[src/rtl/mhe_pkg.sv]
// ----------------------------------------------------------------------------
// mhe_pkg
// Constants, helper functions and controller/datapath types for the hash engine.
// ----------------------------------------------------------------------------
`timescale 1ns / 1ps

package mhe_pkg;

	localparam logic [63:0] HASH_MUL  = 64'hc6a4a7935bd1e995;
	localparam logic [31:0] MUL_LO    = HASH_MUL[31:0];
	localparam logic [31:0] MUL_HI    = HASH_MUL[63:32];
	localparam int unsigned MIX_SHIFT = 47;
	localparam logic [2:0]  TAIL_MASK = 3'h7;
	localparam logic [1:0]  MUL_STEP_LAST = 2'd2;

	function automatic logic [63:0] shiftmix(input logic [63:0] x);
		return x ^ (x >> MIX_SHIFT);
	endfunction

	// keep the low tail_cnt bytes of a word
	function automatic logic [63:0] tail_keep(input logic [2:0] tail_cnt);
		logic [63:0] m;
		m = '0;
		for (int i = 0; i < 8; i++) begin
			if (3'(i) < tail_cnt) begin
				m[8*i +: 8] = 8'hff;
			end
		end
		return m;
	endfunction

	typedef enum logic [2:0] {
		MS_LEN,
		MS_WORD,
		MS_KMIX,
		MS_HXK,
		MS_HTAIL,
		MS_FIN_H,
		MS_FIN_P
	} mul_sel_t;

	typedef enum logic [1:0] {
		H_KEEP,
		H_INIT,
		H_PROD
	} h_sel_t;

	typedef struct packed {
		logic     ld_in;
		logic     mul_start;
		mul_sel_t mul_sel;
		h_sel_t   h_sel;
		logic     res_ld;
		logic     out_ld;
	} ctrl_cmd_t;

	typedef struct packed {
		logic first;
		logic last;
		logic empty;
		logic tail_nz;
		logic mul_done;
		logic out_free;
	} dp_status_t;

	typedef enum logic [8:0] {
		ST_IDLE     = 9'b000000001,
		ST_DISPATCH = 9'b000000010,
		ST_INIT     = 9'b000000100,
		ST_BODY     = 9'b000001000,
		ST_K1       = 9'b000010000,
		ST_K2       = 9'b000100000,
		ST_HMUL     = 9'b001000000,
		ST_FIN      = 9'b010000000,
		ST_STORE    = 9'b100000000
	} state_t;

endpackage

[src/rtl/mhe_mul.sv]
// ----------------------------------------------------------------------------
// mhe_mul
// Low 64 bits of a * HASH_MUL, three passes through one 32x32 multiplier.
// ----------------------------------------------------------------------------
`timescale 1ns / 1ps

module mhe_mul (
	input  logic        clk,
	input  logic        arst_n,
	input  logic        start,
	input  logic [63:0] a,
	output logic        done,
	output logic [63:0] product
);

	logic [63:0] a_q;
	logic [63:0] acc_q;
	logic [1:0]  step_q;
	logic        busy_q;
	logic        done_q;
	logic [31:0] mul_a;
	logic [31:0] mul_b;
	logic [63:0] prod;

	// lo*lo, lo*hi, hi*lo; the cross terms only feed the upper half
	assign mul_a = (step_q == mhe_pkg::MUL_STEP_LAST) ? a_q[63:32] : a_q[31:0];
	assign mul_b = (step_q == 2'd1) ? mhe_pkg::MUL_HI : mhe_pkg::MUL_LO;
	assign prod  = 64'(mul_a) * 64'(mul_b);

	always_ff @(posedge clk or negedge arst_n) begin
		if (!arst_n) begin
			busy_q <= 1'b0;
			done_q <= 1'b0;
			step_q <= 2'd0;
		end else begin
			done_q <= 1'b0;
			if (start) begin
				busy_q <= 1'b1;
				step_q <= 2'd0;
			end else if (busy_q) begin
				step_q <= step_q + 2'd1;
				if (step_q == mhe_pkg::MUL_STEP_LAST) begin
					busy_q <= 1'b0;
					done_q <= 1'b1;
				end
			end
		end
	end

	always_ff @(posedge clk) begin
		if (start) begin
			a_q <= a;
		end
		if (busy_q) begin
			if (step_q == 2'd0) begin
				acc_q <= prod;
			end else begin
				acc_q <= acc_q + {prod[31:0], 32'h0};
			end
		end
	end

	assign done    = done_q;
	assign product = acc_q;

endmodule

[src/rtl/mhe_ctrl.sv]
// ----------------------------------------------------------------------------
// mhe_ctrl
// Sequencer: walks each transaction through the init, mix, tail and finalise steps that apply to it.
// ----------------------------------------------------------------------------
`timescale 1ns / 1ps

module mhe_ctrl (
	input  logic                clk,
	input  logic                arst_n,
	input  logic                in_valid,
	output logic                in_ready,
	input  mhe_pkg::dp_status_t st,
	output mhe_pkg::ctrl_cmd_t  cmd
);

	mhe_pkg::state_t state_q;
	mhe_pkg::state_t state_d;

	always_comb begin
		state_d       = state_q;
		cmd.ld_in     = 1'b0;
		cmd.mul_start = 1'b0;
		cmd.mul_sel   = mhe_pkg::MS_LEN;
		cmd.h_sel     = mhe_pkg::H_KEEP;
		cmd.res_ld    = 1'b0;
		cmd.out_ld    = 1'b0;
		unique case (state_q)
			mhe_pkg::ST_IDLE: begin
				if (in_valid) begin
					cmd.ld_in = 1'b1;
					state_d   = mhe_pkg::ST_DISPATCH;
				end
			end
			mhe_pkg::ST_DISPATCH: begin
				if (st.first) begin
					cmd.mul_start = 1'b1;
					cmd.mul_sel   = mhe_pkg::MS_LEN;
					state_d       = mhe_pkg::ST_INIT;
				end else begin
					state_d = mhe_pkg::ST_BODY;
				end
			end
			mhe_pkg::ST_INIT: begin
				if (st.mul_done) begin
					cmd.h_sel = mhe_pkg::H_INIT;
					state_d   = mhe_pkg::ST_BODY;
				end
			end
			mhe_pkg::ST_BODY: begin
				priority if (st.empty) begin
					if (st.last) begin
						cmd.mul_start = 1'b1;
						cmd.mul_sel   = mhe_pkg::MS_FIN_H;
						state_d       = mhe_pkg::ST_FIN;
					end else begin
						state_d = mhe_pkg::ST_IDLE;
					end
				end else if (st.last && st.tail_nz) begin
					cmd.mul_start = 1'b1;
					cmd.mul_sel   = mhe_pkg::MS_HTAIL;
					state_d       = mhe_pkg::ST_HMUL;
				end else begin
					cmd.mul_start = 1'b1;
					cmd.mul_sel   = mhe_pkg::MS_WORD;
					state_d       = mhe_pkg::ST_K1;
				end
			end
			mhe_pkg::ST_K1: begin
				if (st.mul_done) begin
					cmd.mul_start = 1'b1;
					cmd.mul_sel   = mhe_pkg::MS_KMIX;
					state_d       = mhe_pkg::ST_K2;
				end
			end
			mhe_pkg::ST_K2: begin
				if (st.mul_done) begin
					cmd.mul_start = 1'b1;
					cmd.mul_sel   = mhe_pkg::MS_HXK;
					state_d       = mhe_pkg::ST_HMUL;
				end
			end
			mhe_pkg::ST_HMUL: begin
				if (st.mul_done) begin
					cmd.h_sel = mhe_pkg::H_PROD;
					if (st.last) begin
						cmd.mul_start = 1'b1;
						cmd.mul_sel   = mhe_pkg::MS_FIN_P;
						state_d       = mhe_pkg::ST_FIN;
					end else begin
						state_d = mhe_pkg::ST_IDLE;
					end
				end
			end
			mhe_pkg::ST_FIN: begin
				if (st.mul_done) begin
					cmd.res_ld = 1'b1;
					state_d    = mhe_pkg::ST_STORE;
				end
			end
			mhe_pkg::ST_STORE: begin
				if (st.out_free) begin
					cmd.out_ld = 1'b1;
					state_d    = mhe_pkg::ST_IDLE;
				end
			end
			default: begin
				state_d = mhe_pkg::ST_IDLE;
			end
		endcase
	end

	always_ff @(posedge clk or negedge arst_n) begin
		if (!arst_n) begin
			state_q <= mhe_pkg::ST_IDLE;
		end else begin
			state_q <= state_d;
		end
	end

	assign in_ready = (state_q == mhe_pkg::ST_IDLE);

endmodule

[src/rtl/mhe_dp.sv]
// ----------------------------------------------------------------------------
// mhe_dp
// Hash datapath: input latch, running hash, operand select and output register.
// ----------------------------------------------------------------------------
`timescale 1ns / 1ps

module mhe_dp (
	input  logic                clk,
	input  logic                arst_n,
	input  logic                seed_we,
	input  logic [63:0]         seed_wdata,
	input  logic [63:0]         data_word,
	input  logic [47:0]         message_length,
	input  logic                first_word,
	input  logic                last_word,
	input  mhe_pkg::ctrl_cmd_t  cmd,
	output mhe_pkg::dp_status_t st,
	output logic                out_valid,
	input  logic                out_ready,
	output logic [63:0]         hash_value
);

	logic [63:0] seed_q;
	logic [63:0] word_q;
	logic [47:0] len_q;
	logic        first_q;
	logic        last_q;
	logic [2:0]  tail_q;
	logic        empty_q;
	logic [63:0] h_q;
	logic [63:0] res_q;
	logic [63:0] out_q;
	logic        out_valid_q;
	logic [63:0] mul_a;
	logic        mul_done;
	logic [63:0] prod;

	mhe_mul u_mul (
		.clk     (clk),
		.arst_n  (arst_n),
		.start   (cmd.mul_start),
		.a       (mul_a),
		.done    (mul_done),
		.product (prod)
	);

	always_comb begin
		unique case (cmd.mul_sel)
			mhe_pkg::MS_LEN:   mul_a = {16'h0, len_q};
			mhe_pkg::MS_WORD:  mul_a = word_q;
			mhe_pkg::MS_KMIX:  mul_a = mhe_pkg::shiftmix(prod);
			mhe_pkg::MS_HXK:   mul_a = h_q ^ prod;
			mhe_pkg::MS_HTAIL: mul_a = h_q ^ (word_q & mhe_pkg::tail_keep(tail_q));
			mhe_pkg::MS_FIN_H: mul_a = mhe_pkg::shiftmix(h_q);
			mhe_pkg::MS_FIN_P: mul_a = mhe_pkg::shiftmix(prod);
			default:           mul_a = word_q;
		endcase
	end

	always_ff @(posedge clk or negedge arst_n) begin
		if (!arst_n) begin
			seed_q      <= '0;
			h_q         <= '0;
			tail_q      <= '0;
			empty_q     <= 1'b0;
			first_q     <= 1'b0;
			last_q      <= 1'b0;
			out_valid_q <= 1'b0;
		end else begin
			if (seed_we) begin
				seed_q <= seed_wdata;
			end
			if (cmd.ld_in) begin
				first_q <= first_word;
				last_q  <= last_word;
				if (first_word) begin
					tail_q  <= message_length[2:0] & mhe_pkg::TAIL_MASK;
					empty_q <= (message_length == '0);
				end
			end
			unique case (cmd.h_sel)
				mhe_pkg::H_INIT: h_q <= seed_q ^ prod;
				mhe_pkg::H_PROD: h_q <= prod;
				default:         h_q <= h_q;
			endcase
			if (cmd.out_ld) begin
				out_valid_q <= 1'b1;
			end else if (out_ready) begin
				out_valid_q <= 1'b0;
			end
		end
	end

	always_ff @(posedge clk) begin
		if (cmd.ld_in) begin
			word_q <= data_word;
			len_q  <= message_length;
		end
		if (cmd.res_ld) begin
			res_q <= mhe_pkg::shiftmix(prod);
		end
		if (cmd.out_ld) begin
			out_q <= res_q;
		end
	end

	assign st.first    = first_q;
	assign st.last     = last_q;
	assign st.empty    = empty_q;
	assign st.tail_nz  = (tail_q != 3'd0);
	assign st.mul_done = mul_done;
	assign st.out_free = !out_valid_q || out_ready;

	assign out_valid  = out_valid_q;
	assign hash_value = out_q;

endmodule

[src/rtl/murmur64_hash_engine.sv]
// ----------------------------------------------------------------------------
// murmur64_hash_engine: seeded 64-bit Murmur hash; one transaction at a time.
// A first word adds the length multiply and a last word adds the finalise steps;
// all products come from one shared 32x32 multiplier.
// Async reset clears seed, running hash, tail count and empty flag to zero.
// ----------------------------------------------------------------------------
`timescale 1ns / 1ps

module murmur64_hash_engine (
	input  logic          clk,
	input  logic          arst_n,
	input  logic          cfg_wr_en,
	input  logic [63:0]   cfg_wr_data,   // seed
	input  logic          s_tvalid,
	output logic          s_tready,
	input  logic [111:0]  s_tdata,       // [63:0] data_word, [111:64] message_length
	input  logic          s_tuser,       // [0] first_word
	input  logic          s_tlast,
	output logic          m_tvalid,
	input  logic          m_tready,
	output logic [63:0]   m_tdata        // [63:0] hash_value
);

	mhe_pkg::ctrl_cmd_t  cmd;
	mhe_pkg::dp_status_t st;

	mhe_ctrl u_ctrl (
		.clk      (clk),
		.arst_n   (arst_n),
		.in_valid (s_tvalid),
		.in_ready (s_tready),
		.st       (st),
		.cmd      (cmd)
	);

	mhe_dp u_dp (
		.clk            (clk),
		.arst_n         (arst_n),
		.seed_we        (cfg_wr_en),
		.seed_wdata     (cfg_wr_data),
		.data_word      (s_tdata[63:0]),
		.message_length (s_tdata[111:64]),
		.first_word     (s_tuser),
		.last_word      (s_tlast),
		.cmd            (cmd),
		.st             (st),
		.out_valid      (m_tvalid),
		.out_ready      (m_tready),
		.hash_value     (m_tdata)
	);

endmodule

[config.mk]
export PLATFORM = sky130hd
export DESIGN_NAME = murmur64_hash_engine
export DESIGN_NICKNAME = d
export VERILOG_FILES = /design/src/rtl/mhe_pkg.sv /design/src/rtl/mhe_mul.sv /design/src/rtl/mhe_ctrl.sv /design/src/rtl/mhe_dp.sv /design/src/rtl/murmur64_hash_engine.sv
export SDC_FILE = /design/constraint.sdc
export NUM_CORES = 2
export LEC_CHECK = 0
export BUFFER_PORTS_ARGS = -buffer_cell sky130_fd_sc_hd__buf_2
export CAP_MARGIN = 10
export CELL_PAD_IN_SITES_DETAIL_PLACEMENT = 0
export CELL_PAD_IN_SITES_GLOBAL_PLACEMENT = 1
export CORE_MARGIN = 5
export CORE_UTILIZATION = 47
export CTS_BUF_LIST = sky130_fd_sc_hd__clkbuf_8
export CTS_CLUSTER_DIAMETER = 30
export CTS_CLUSTER_SIZE = 25
export DETAILED_ROUTE_END_ITERATION = 8
export GPL_ROUTABILITY_DRIVEN = 0
export PLACE_DENSITY = 0.86
export SETUP_SLACK_MARGIN = 0.15
export SYNTH_ARGS = -nofsm -noshare
export SYNTH_HDL_FRONTEND = slang
export SYNTH_SLANG_ARGS = --single-unit
[constraint.sdc]
create_clock -name clk -period 9.9 [get_ports clk]
set_clock_uncertainty 0.2 [all_clocks]
set_input_delay 0.99 -clock clk [delete_from_list [all_inputs] [get_ports clk]]
set_output_delay 0.99 -clock clk [all_outputs]
set_load 0.1 [all_outputs]
# ---- After elaboration in Yosys (flattened, before gate mapping)
# Index checks and enable logic that the tools add are counted.
dict set report totals {
  in_bits 183
  wordCells 132
  output_inout_bits 66
  register_bits 516
}
dict set report op_classes {
  n_mux 60
  eq_ne 25
  n_reduce_logical 13
  addsub 2
  magnitude_cmp 8
  n_bitwise 6
  multipliers 1
}
# operator n
set ops {}
lappend ops {{64-bit case mux with 5 select lines} 1}
lappend ops {{64-bit XOR} 3}
lappend ops {{8-bit 2-to-1 mux} 17}
lappend ops {{64-bit case mux with 2 select lines} 1}
lappend ops {{64-bit by 17-bit XOR with 64-bit output} 2}
lappend ops {{9-bit case mux with 9 select lines} 1}
lappend ops {{9-bit 2-to-1 mux} 8}
lappend ops {{64-bit adder} 1}
lappend ops {{64-bit AND} 1}
lappend ops {{32-bit by 32-bit multiplier with 64-bit output} 1}
lappend ops {{32-bit 2-to-1 mux} 2}
lappend ops {{64-bit 2-to-1 mux} 1}
lappend ops {{48-bit zero test} 1}
lappend ops {{4-bit 2-to-1 mux} 7}
lappend ops {{4-bit case mux with 5 select lines} 1}
lappend ops {{1-bit 2-to-1 mux} 15}
lappend ops {{3-bit < comparator (first input constant)} 4}
lappend ops {{2-bit by 1-bit inequality test with 1-bit output (second input constant)} 5}
lappend ops {{3-bit equality test (second input constant)} 3}
lappend ops {{9-bit by 1-bit equality test with 1-bit output (second input constant)} 1}
lappend ops {{9-bit by 2-bit equality test with 1-bit output (second input constant)} 1}
lappend ops {{9-bit by 3-bit equality test with 1-bit output (second input constant)} 1}
lappend ops {{9-bit by 4-bit equality test with 1-bit output (second input constant)} 1}
lappend ops {{9-bit by 5-bit equality test with 1-bit output (second input constant)} 1}
lappend ops {{26 further kinds} 35}

# ---- Longest topological paths before layout
dict set report logic_depth {
  depth_word 10
  depth_mapped 40
  ltp_nobuf 37
}

# ---- By module
# A second synthesis with hierarchy kept.
dict set report unflattened {
  hier_cells 4596
  area_unflattened_um2 49368.6
}
# mod seq_area_each_um2 area_per_inst_um2 instances cells_each
set modules_own_cells {}
lappend modules_own_cells {mhe_mul 3943.8 30809.5 1 2984}
lappend modules_own_cells {mhe_dp 10585.2 17712.0 1 1509}
lappend modules_own_cells {mhe_ctrl 226.5 847.1 1 103}

# ---- Worst setup path after synthesis
# Ideal clock, no wire load.
dict set report synth_timing {
  path_kind {register -> register}
  startpoint {register u_dp.u_mul.step_q[0]}
  endpoint {register u_dp.u_mul.acc_q[61] (netlist: u_dp.u_mul.product[61]) (data pin)}
  arrival_ps 9475
  period_less_slack_ps 9940
  setup_ps 265
  path_stages_with_launch 37
  slack_ps -40
  n_path_buf 4
  required_time_ps 9435
  path_cell_list {dfrtp_1 -> inv_1 -> ha_1 -> clkbuf_1 -> buf_2 -> buf_1 -> mux2_2 -> inv_1 -> nor2_1 -> ha_1 -> fa_1 -> inv_1 -> fa_1 -> fa_1 -> inv_1 -> fa_1 -> fa_1 -> fa_1 -> fa_1 -> ha_1 -> clkbuf_1 -> nand2_1 -> nor4_1 -> nand2_1 -> o21ai_0 -> xor2_1 -> ha_1 -> a21o_1 -> a21o_1 -> a21oi_1 -> nor2_1 -> a41oi_1 -> o211ai_1 -> o211ai_1 -> xor2_1 -> nor2_1 -> or3_1}
}
dict set report synth_between {
  elab_chain_len 5
  elab_cells_between_ends 8
  cone_classes {add/sub (1); mul (1); eq/ne (2); mux (3); reduce/logical (1)}
}
# item line
set synth_rtl {}
lappend synth_rtl {{from (decl)} mhe_mul.sv:18} ;# logic [1:0] step_q;
lappend synth_rtl {{from (signal assigned)} mhe_mul.sv:41} ;# step_q <= step_q + 2'd1;
lappend synth_rtl {{2-bit equality test / 2-bit by 1-bit equality test with 1-bit output (equally long branches)} {mhe_mul.sv:26, mhe_mul.sv:27}}
lappend synth_rtl {{32-bit 2-to-1 mux, on equally long branches} {mhe_mul.sv:26, mhe_mul.sv:27}}
lappend synth_rtl {{32-bit by 32-bit multiplier with 64-bit output} mhe_mul.sv:28} ;# assign prod = 64'(mul_a) * 64'(mul_b);
lappend synth_rtl {{64-bit adder} mhe_mul.sv:58} ;# acc_q <= acc_q + {prod[31:0], 32'h0};
lappend synth_rtl {{64-bit 2-to-1 mux (*)} mhe_mul.sv:55} ;# if (step_q == 2'd0) begin
lappend synth_rtl {{to (signal assigned)} mhe_mul.sv:56} ;# acc_q <= prod;
lappend synth_rtl {{to (signal assigned)} mhe_mul.sv:58}
lappend synth_rtl {{to (decl)} mhe_mul.sv:17} ;# logic [63:0] acc_q;
# Mark *: on every way between the ends. The rest lies on a longest branch, timed or not.
# A chain may end at the register's enable or synchronous reset.

# ---- Worst setup path after layout
# Ends and elaborated chain as after synthesis.

==> impl_metrics.json <==
{
  "status": "finished, final reports clean",
  "dp_hpwl_mm": 125,
  "ys_seq_area_share_pct": 30.3,
  "detail_route.first_pass.iterations": 8,
  "synth_edf_count": 368,
  "cts_max_level": 3,
  "worst_hold_slack_ps": 194,
  "min_path_type": "input port to async pin",
  "wl_mm": 156,
  "synth.avg_cell_area_um2": 10.6,
  "cts_buffer_depth": 3,
  "setup_tns_ps": 0,
  "hold_violations": 0,
  "nets": 6165,
  "fillCellCount": 9153,
  "initial_core_util_pct": 47.2,
  "synth_top_area_share_pct": 24.9,
  "fin_crit_sh_pct": 95.9,
  "vias": 36524,
  "ys.flop_type": "edfxtp_1",
  "cts_tree": "yes",
  "ys_types": 84,
  "multi_input_area_mm2": 0.0308,
  "clkSinkCount": 516,
  "grt_pass1_wl_mm": 233,
  "path_common_cell": "fa_1",
  "crit_required_ps": 10130,
  "portBuffers": 248,
  "path_clk_slew_ps": 80,
  "max_freq_mhz": 105,
  "ios": 249,
  "cts-root-buf": "clkbuf_8",
  "netlist_area_mm2": 0.0488,
  "ant_nets": 0,
  "regArea_mm2": 0.0148,
  "crit_type": "flop to flop",
  "max_slew_margin_pct": 16.7,
  "die_area_mm2": 0.110,
  "core-area_mm2": 0.103,
  "grt_max_degree": 100,
  "grt.overflow.total": 0,
  "cpLargestDelayFamily": "adder cells",
  "crit_fanout": 15,
  "grt_usage_pct": 27.9,
  "rsz0062_at_grt": "true",
  "avgViaCountPerCell": 5.72,
  "row_count": 118,
  "drc": 0,
  "die_w_um": 332,
  "netlist_top_cells_count": "inv_1 (762), fa_1 (607), ha_1 (441), edfxtp_1 (368), nand2_1 (309)",
  "first_global_vias": 36572,
  "ys_warn_count": 0,
  "arrival_ps": 9730,
  "crit_buf_inv": 7,
  "synth.largest_area_cell": "fa_1",
  "fp.dieH_um": 332,
  "yosys_register_bits": 516,
  "slew_violations": 0,
  "async_flop_share_pct": 28.7,
  "utilization_pct": 52.9,
  "fin_crit_ps": 9490,
  "place_ws_ps": -1.19,
  "cp-start-kind": "flop",
  "syn_inst": 4606,
  "max_cap_viol_count": 0,
  "drive_gt1_share_pct": 14.9,
  "yosysMostFrequentCell": "inv_1",
  "ctsHoldBuffers": 0,
  "max_stage_delay_ps": 580,
  "clock_latency_ps": 710,
  "cp-end-kind": "flop",
  "cp_slowest_cell": "fa_1",
  "finalWorstSetupSlack_ps": 406,
  "wl_per_cell_um": 24.4,
  "drtIter0Drc": 4256,
  "antenna_found_initial": 8,
  "numCtsBuffers": 82,
  "setup_viol": 0,
  "synth.area.top_cells": "fa_1 (25%), edfxtp_1 (23%), ha_1 (11%), dfrtp_1 (7.5%), inv_1 (5.9%)",
  "tightest_slew_ps": 1250,
  "area_delta_synth_final_pct": 12.0
}
worst paths after layout:
check	from	cells after the start	to	slack [ps]
worst max-delay path	u_dp.u_mul.step_q[0]$_DFFE_PN0P_	33	u_dp.u_mul.product[61]$_DFFE_PP_	410
worst min-delay path	arst_n	1	u_dp.first_q$_DFFE_PN0P_	190
worst max register to register	u_dp.u_mul.step_q[0]$_DFFE_PN0P_	33	u_dp.u_mul.product[61]$_DFFE_PP_	410
worst min register to register	u_dp.res_q[23]$_DFFE_PP_	0	u_dp.hash_value[23]$_DFFE_PP_	220
max in group asynchronous	arst_n	2	u_dp.h_q[38]$_DFFE_PN0P_	7790
min in group clk	u_dp.res_q[23]$_DFFE_PP_	0	u_dp.hash_value[23]$_DFFE_PP_	220
layer usage:
layer  GRT usage [%]  vias up  part of all wire, %
met1            39.2    18137                   40
met3            5.79      355                  9.9
met2            43.1     1989                   45
met5               0        -                0.026
met4            10.1        6                  4.6
li1                -    16037                    -
state kept, by name (all words and copies together) (netlist names), 2 cells and up:
register and flops:
u_dp.u_mul.step_q 2, u_dp.len_q 48, u_dp.hash_value 64, u_dp.res_q 64, u_dp.u_mul.product 64, u_dp.seed_q 64, u_dp.tail_q 3, u_dp.h_q 64
u_dp.u_mul.a_q 64, u_ctrl.state_q 9, u_dp.word_q 64
area by class of cell:
class / instances / area share, %
Multi-Input combinational cell: 3155 / 56.4
Sequential cell: 516 / 27.0
Inverter: 767 / 5.28
Timing Repair Buffer: 412 / 4.57
Tap cell: 1380 / 3.16
Clock buffer: 84 / 2.12
Clock inverter: 70 / 1.44
Antenna cell: 2 / 0.00916
worst register-to-register path, delay by kind of cell (launching register included):
family,cells,cell delay (ps)
flops,1,450
fa+ha+maj,11,4820
simple gates,7,1240
xor+xnor,2,330
compound gates,5,980
buf+inv,7,930
mux,1,290
logic make-up after synthesis:
kind of cell               count (synthesis)  share of synthesized area (%)
adders and majority gates               1048                           36.2
and+or+nand+nor                          950                           9.14
buffers and inverters                    936                           7.33
AOI/OAI and AO/OA                        812                           10.4
DFF                                      516                           30.3
xor gates and xnor gates                 227                           4.08
muxes                                    115                           2.57
other                                      2                         0.0154
repair_timing:
action                                  CTS  global route
setup buffers                             0             7
pin swaps                                 0             7
resized for setup                         9            55
endpoints found under the setup margin    3            15
stage by stage:
| step | instance area [um2] | instances |
|---|---|---|
| floorplan | 48800 | 4607 |
| global placement | 52300 | 6223 |
| detailed placement | 52300 | 6223 |
| CTS | 54300 | 6377 |
| global route | 54600 | 6384 |
| finish | 54600 | 6386 |
placed cells by master, fill, tap and decap left out, types with 25 or more instances in the layout:
cell type  instances
nand3_1           98
nor2_1           266
o21ai_0          243
and2_1            48
dfrtp_1          147
mux2_2            77
fa_1             606
clkbuf_8          84
buf_4            162
o22a_1            35
xnor2_1          148
mux2i_1           30
o21bai_1          26
ha_1             430
buf_2            247
nand4_1           25
a21o_1            73
nor2b_1           78
nand2_1          307
inv_1            759
a31oi_1           34
xor2_1            67
a21oi_1          206
edfxtp_1         368
Power is left out: the tool's default activity adds up to more than one toggle a clock period on the data nets, which glitch-free logic cannot reach.
